File: config.mk
export PLATFORM = sky130hd
export DESIGN_NAME = brf_ctrl
export DESIGN_NICKNAME = d
export VERILOG_FILES = /design/src/rtl/brf_pkg.sv /design/src/rtl/brf_ctrl.sv
export SDC_FILE = /design/constraint.sdc
export NUM_CORES = 1
export LEC_CHECK = 0
export BUFFER_PORTS_ARGS = -buffer_cell sky130_fd_sc_hd__clkbuf_2
export CORE_AREA = 2 2 39 41
export CTS_CLUSTER_SIZE = 28
export DETAILED_ROUTE_END_ITERATION = 8
export DIE_AREA = 0 0 41 43
export GPL_TIMING_DRIVEN = 0
export PLACE_DENSITY = 0.75
export SLEW_MARGIN = 20
export SYNTH_ARGS = -nofsm -noshare
export SYNTH_HDL_FRONTEND = slang
export SYNTH_SLANG_ARGS = --single-unit
File: constraint.sdc
create_clock -name clk_i -period 2.4 [get_ports clk_i]
set_clock_uncertainty 0.2 [all_clocks]
set_input_delay 0.36 -clock clk_i [delete_from_list [all_inputs] [get_ports clk_i]]
set_output_delay 0.36 -clock clk_i [all_outputs]
set_load 0.01 [all_outputs]
File: src/rtl/brf_pkg.sv
// Shared types, constants and helpers for the bracketed root finder.
package brf_pkg;

  localparam int unsigned FractionBitsDefault = 16;
  localparam int unsigned TolBits            = 16;
  localparam int unsigned CfgIdxWidth        = 3;
  localparam int unsigned CfgDataWidth       = 32;

  // Configuration register indexes
  localparam logic [CfgIdxWidth-1:0] RegCoeffSquare   = 3'd0;
  localparam logic [CfgIdxWidth-1:0] RegCoeffLinear   = 3'd1;
  localparam logic [CfgIdxWidth-1:0] RegCoeffConstant = 3'd2;
  localparam logic [CfgIdxWidth-1:0] RegTolerance     = 3'd3;
  localparam logic [CfgIdxWidth-1:0] RegIterationCap  = 3'd4;

  // Result status codes
  localparam logic [1:0] StatusConverged = 2'd0;
  localparam logic [1:0] StatusNoSign    = 2'd1;
  localparam logic [1:0] StatusLimit     = 2'd2;

  // Method codes
  localparam logic OpBisect   = 1'b0;
  localparam logic OpFalsePos = 1'b1;

  localparam logic [15:0] ToleranceReset = 16'd66;
  localparam logic [7:0]  CapReset       = 8'd64;

  // Commands from the controller to the datapath
  typedef struct packed {
    logic load;       // take new bracket from the input transfer
    logic eval_start; // start f(x) evaluation
    logic [1:0] eval_sel; // 0 lo, 1 hi, 2 new estimate
    logic est_start;  // start estimate computation
    logic update;     // narrow bracket, bump count, run convergence test
  } brf_cmd_t;

  // Status back to the controller
  typedef struct packed {
    logic eval_done;
    logic est_done;
    logic sign_ok;    // f(lo), f(hi) of opposite sign
    logic conv;       // convergence test result, valid after update
    logic at_cap;     // count has reached the cap, valid after update
  } brf_stat_t;

  localparam logic [1:0] SelLo  = 2'd0;
  localparam logic [1:0] SelHi  = 2'd1;
  localparam logic [1:0] SelNew = 2'd2;

  function automatic logic signed [31:0] sat32(input logic signed [65:0] v);
    if (v > 66'sd2147483647) return 32'sh7fffffff;
    else if (v < -66'sd2147483648) return 32'sh80000000;
    else return v[31:0];
  endfunction

  function automatic logic opposite(input logic signed [31:0] p,
                                    input logic signed [31:0] q);
    return (p[31] && (q != 0) && !q[31]) || (q[31] && (p != 0) && !p[31]);
  endfunction

endpackage

File: src/rtl/brf_ctrl.sv
// Controller state machine sequencing evaluations, estimates and results.
module brf_ctrl
  import brf_pkg::*;
(
  input  logic      clk_i,
  input  logic      rst_ni,
  input  logic      in_valid_i,
  output logic      in_ready_o,
  output logic      out_valid_o,
  input  logic      out_ready_i,
  output logic [1:0] status_o,
  output brf_cmd_t  cmd_o,
  input  brf_stat_t stat_i
);

  typedef enum logic [3:0] {
    StIdle, StEvLo, StWLo, StEvHi, StWHi, StTest, StEst, StWEst,
    StEvNew, StWNew, StUpd, StDecide, StOut
  } state_e;

  state_e     state_q;
  logic [1:0] status_q;

  assign in_ready_o  = (state_q == StIdle);
  assign out_valid_o = (state_q == StOut);
  assign status_o    = status_q;

  always_comb begin
    cmd_o = '0;
    case (state_q)
      StIdle:  cmd_o.load = in_valid_i;
      StEvLo:  begin cmd_o.eval_start = 1'b1; cmd_o.eval_sel = SelLo; end
      StEvHi:  begin cmd_o.eval_start = 1'b1; cmd_o.eval_sel = SelHi; end
      StEst:   cmd_o.est_start = 1'b1;
      StEvNew: begin cmd_o.eval_start = 1'b1; cmd_o.eval_sel = SelNew; end
      StUpd:   cmd_o.update = 1'b1;
      default: ;
    endcase
  end

  // State and registered status
  always_ff @(posedge clk_i or negedge rst_ni) begin
    if (!rst_ni) begin
      state_q  <= StIdle;
      status_q <= StatusConverged;
    end else begin
      case (state_q)
        StIdle:   if (in_valid_i) state_q <= StEvLo;
        StEvLo:   state_q <= StWLo;
        StWLo:    if (stat_i.eval_done) state_q <= StEvHi;
        StEvHi:   state_q <= StWHi;
        StWHi:    if (stat_i.eval_done) state_q <= StTest;
        StTest: begin
          if (stat_i.sign_ok) state_q <= StEst;
          else begin
            status_q <= StatusNoSign;
            state_q  <= StOut;
          end
        end
        StEst:    state_q <= StWEst;
        StWEst:   if (stat_i.est_done) state_q <= StEvNew;
        StEvNew:  state_q <= StWNew;
        StWNew:   if (stat_i.eval_done) state_q <= StUpd;
        StUpd:    state_q <= StDecide;
        StDecide: begin
          if (stat_i.conv) begin
            status_q <= StatusConverged;
            state_q  <= StOut;
          end else if (stat_i.at_cap) begin
            status_q <= StatusLimit;
            state_q  <= StOut;
          end else begin
            state_q <= StEvLo;
          end
        end
        StOut:    if (out_ready_i) state_q <= StIdle;
        default:  state_q <= StIdle;
      endcase
    end
  end

endmodule

==> results.py <==
metrics = {
    "outcome": {
        "status": "finished clean",
    },
    "detailed_routing": {
        "drcViolationCount": 0,
        "drt-pass1-iter-count": 2,
        "via_per_inst": 5.12,
        "dr.first_iter.drc_count": 2,
        "vias": 507,
        "wl_per_cell_um": 11.4,
        "drt-total-wl_um": 1130,
        "drt.antenna.violating_nets": 0,
    },
    "cells_and_area": {
        "final_cell_mix": "clkbuf_2 (18), a21oi_1 (8), nor2_1 (7)",
        "syn_to_final_growth_pct": 29.4,
        "nFillCells": 144,
        "register_area_um2": 150,
        "final_util": 0.454,
        "multi_input_area_um2": 308,
        "final_common_cell": "clkbuf_2",
        "nets": 94,
        "layout-drive-gt1-share": 0.349,
        "diodes": 0,
    },
    "global_route": {
        "grt_pass1_vias": 477,
        "grt_max_degree": 11,
        "gr-total-overflow": 0,
        "track_usage": 0.151,
        "grt_pass1_wl_um": 1840,
        "antenna_found_initial": 0,
    },
    "sta": {
        "timing.setup.tns_ns": 0,
        "slew-limit-headroom": 0.744,
        "slew_violations": 0,
        "setup_viol": 0,
        "fin_crit_sh": 0.883,
        "tightest_slew_ns": 0.384,
        "fmax_mhz": 472,
        "post-route-min-period_ns": 2.12,
        "grt_setup_unrepaired": "no",
        "hold_viol_final": 0,
    },
    "pwr": {
        "ir_drop_v": 0.000628,
        "p_per_area_nw_per_um2": 1310,
        "leakagePower_nw": 0.300,
    },
    "synth": {
        "yosysSeqAreaShare": 0.309,
        "ys.flop_type": "dfrtp_1",
        "yosysWarnings": 0,
        "synth_compound_area_frac": 0.265,
        "ys_types": 30,
        "synth_edf_count": 0,
        "synth_top_family_by_area": "simple AND/OR/NAND/NOR gates",
        "synthMuxAreaShare": 0.0876,
        "synth.net_count": 70,
        "synth_cells": 61,
        "async_flop_share": 1.00,
        "yosys.area_share.xor_xnor": 0,
        "synth_seq_cells": 6,
        "synth_simple_gate_area_frac": 0.281,
        "synthAdderAreaFrac": 0,
        "syn-mean-instance-area_um2": 7.96,
        "syn_area_um2": 485,
    },
    "floorplanning": {
        "die_area_um2": 1760,
        "dieHeight_um": 43,
        "die_w_um": 41,
        "num_rows": 14,
        "ios": 19,
        "start_util": 0.351,
        "placeableCoreArea_um2": 1380,
    },
    "setup_path": {
        "crit_type": "flop to primary output",
        "cp_max_fo": 10,
        "worstPathRequired_ns": 1.84,
        "cp-start-kind": "flop",
        "arrival_ns": 1.56,
        "cp-end-kind": "primary output",
    },
    "clock_tree": {
        "cts_root_buf": "clkbuf_4",
        "cts.sinks": 6,
        "cts_setup_buffers": 0,
        "cts_max_level": 1,
        "clk_pin_slew_ns": 0.04,
        "clkLatencyLatePin_ns": 0.24,
        "postCtsResizedCells": 0,
        "cts_hold_repair.buffers": 1,
        "clock_path_buffers": 2,
        "cts_tree": "yes",
        "cts_buffers": 3,
    },
    "place": {
        "gp_congestion": 0.754,
        "io_buffers": 18,
        "hpwl_um": 890,
    },
    "flow_run": {
        "drv_cap": 0,
    },
    "hold_path": {
        "hold_path_class": "primary input to flop",
    },
}
## flip-flops by register name, indices dropped and copies added, names as in the netlist
signal    flops
state_q       4
status_o      2
## kinds of logic (layout without fill, tap and decap cells)
| family | Yosys count | count (layout) |
|---|---|---|
| and+or+nand+nor | 25 | 25 |
| AOI/OAI and AO/OA | 20 | 20 |
| muxes | 4 | 4 |
| buffers and inverters | 6 | 28 |
| DFF | 6 | 6 |
## report_power, final
group	switching [W]	leakage [nW]	internal [W]
combinational	0.000290	0.212	0.000230
sequential	0.0000611	0.0736	0.000153
clock	0.0000338	0.0138	0.0000564
## cells in the mapped netlist, drive strengths merged, types with 2 or more instances
cell type	number	area share
o21ai	5	0.052
nand2b	3	0.039
a21oi	8	0.082
nor2b	3	0.039
dfrtp	6	0.31
buf	2	0.026
mux2	2	0.046
nor2	7	0.054
mux2i	2	0.041
nor3	3	0.031
inv	3	0.023
nand2	3	0.023
## area by class of cell
class / instances / area share
multi-input cells: 49 / 0.490
plain buffers: 3 / 0.0259
inverters: 3 / 0.0179
repair buffers: 19 / 0.159
flip-flops and latches: 6 / 0.239
clock buffers: 3 / 0.0359
well taps: 16 / 0.0319
## metrics by stage
stage          worst slack (ns)  std cells  power [W]  hold slack [ns]  cell area, µm²
3_3_place_gp              0.538         95   0.000721          -0.0113             596
6_report                  0.282         99   0.000825            0.109             628
2_1_floorplan             0.516         61   0.000590           -0.136             485
5_1_grt                   0.142         99   0.000910            0.116             628
3_5_place_dp              0.537         95   0.000736          -0.0126             596
4_1_cts                   0.272         99   0.000832            0.103             628
## final timing paths
| path | to | slack (ns) | from | depth (start not counted) |
|---|---|---|---|---|
| setup / recovery | cmd_o[5] | 0.28 | state_q[3]$_DFFE_PN0P_ | 4 |
| hold / removal | status_o[1]$_DFFE_PN0P_ | 0.11 | stat_i[1] | 2 |
| setup reg to reg | state_q[3]$_DFFE_PN0P_ | 0.59 | state_q[1]$_DFFE_PN0P_ | 4 |
| hold reg to reg | status_o[0]$_DFFE_PN0P_ | 0.31 | status_o[0]$_DFFE_PN0P_ | 2 |
| max in group asynchronous | state_q[0]$_DFFE_PN0P_ | 1.59 | rst_ni | 2 |
| min in group asynchronous | state_q[3]$_DFFE_PN0P_ | 0.27 | rst_ni | 2 |
## metal layers
layer | GRT usage | vias up | share of wire
li1 | - | 266 | -
met1 | 0.176 | 232 | 0.45
met2 | 0.244 | 9 | 0.51
met3 | 0.0262 | 0 | 0.040
met4 | 0.0867 | 0 | 0
met5 | 0 | - | 0
## critical path, stage by stage, from the launching register on
cell,delay [ns]
dfrtp_1,0.42
clkbuf_1,0.23
nor4_1,0.37
and2_1,0.17
clkbuf_2,0.12
No activity file was read; power rests on OpenSTA's default activity.
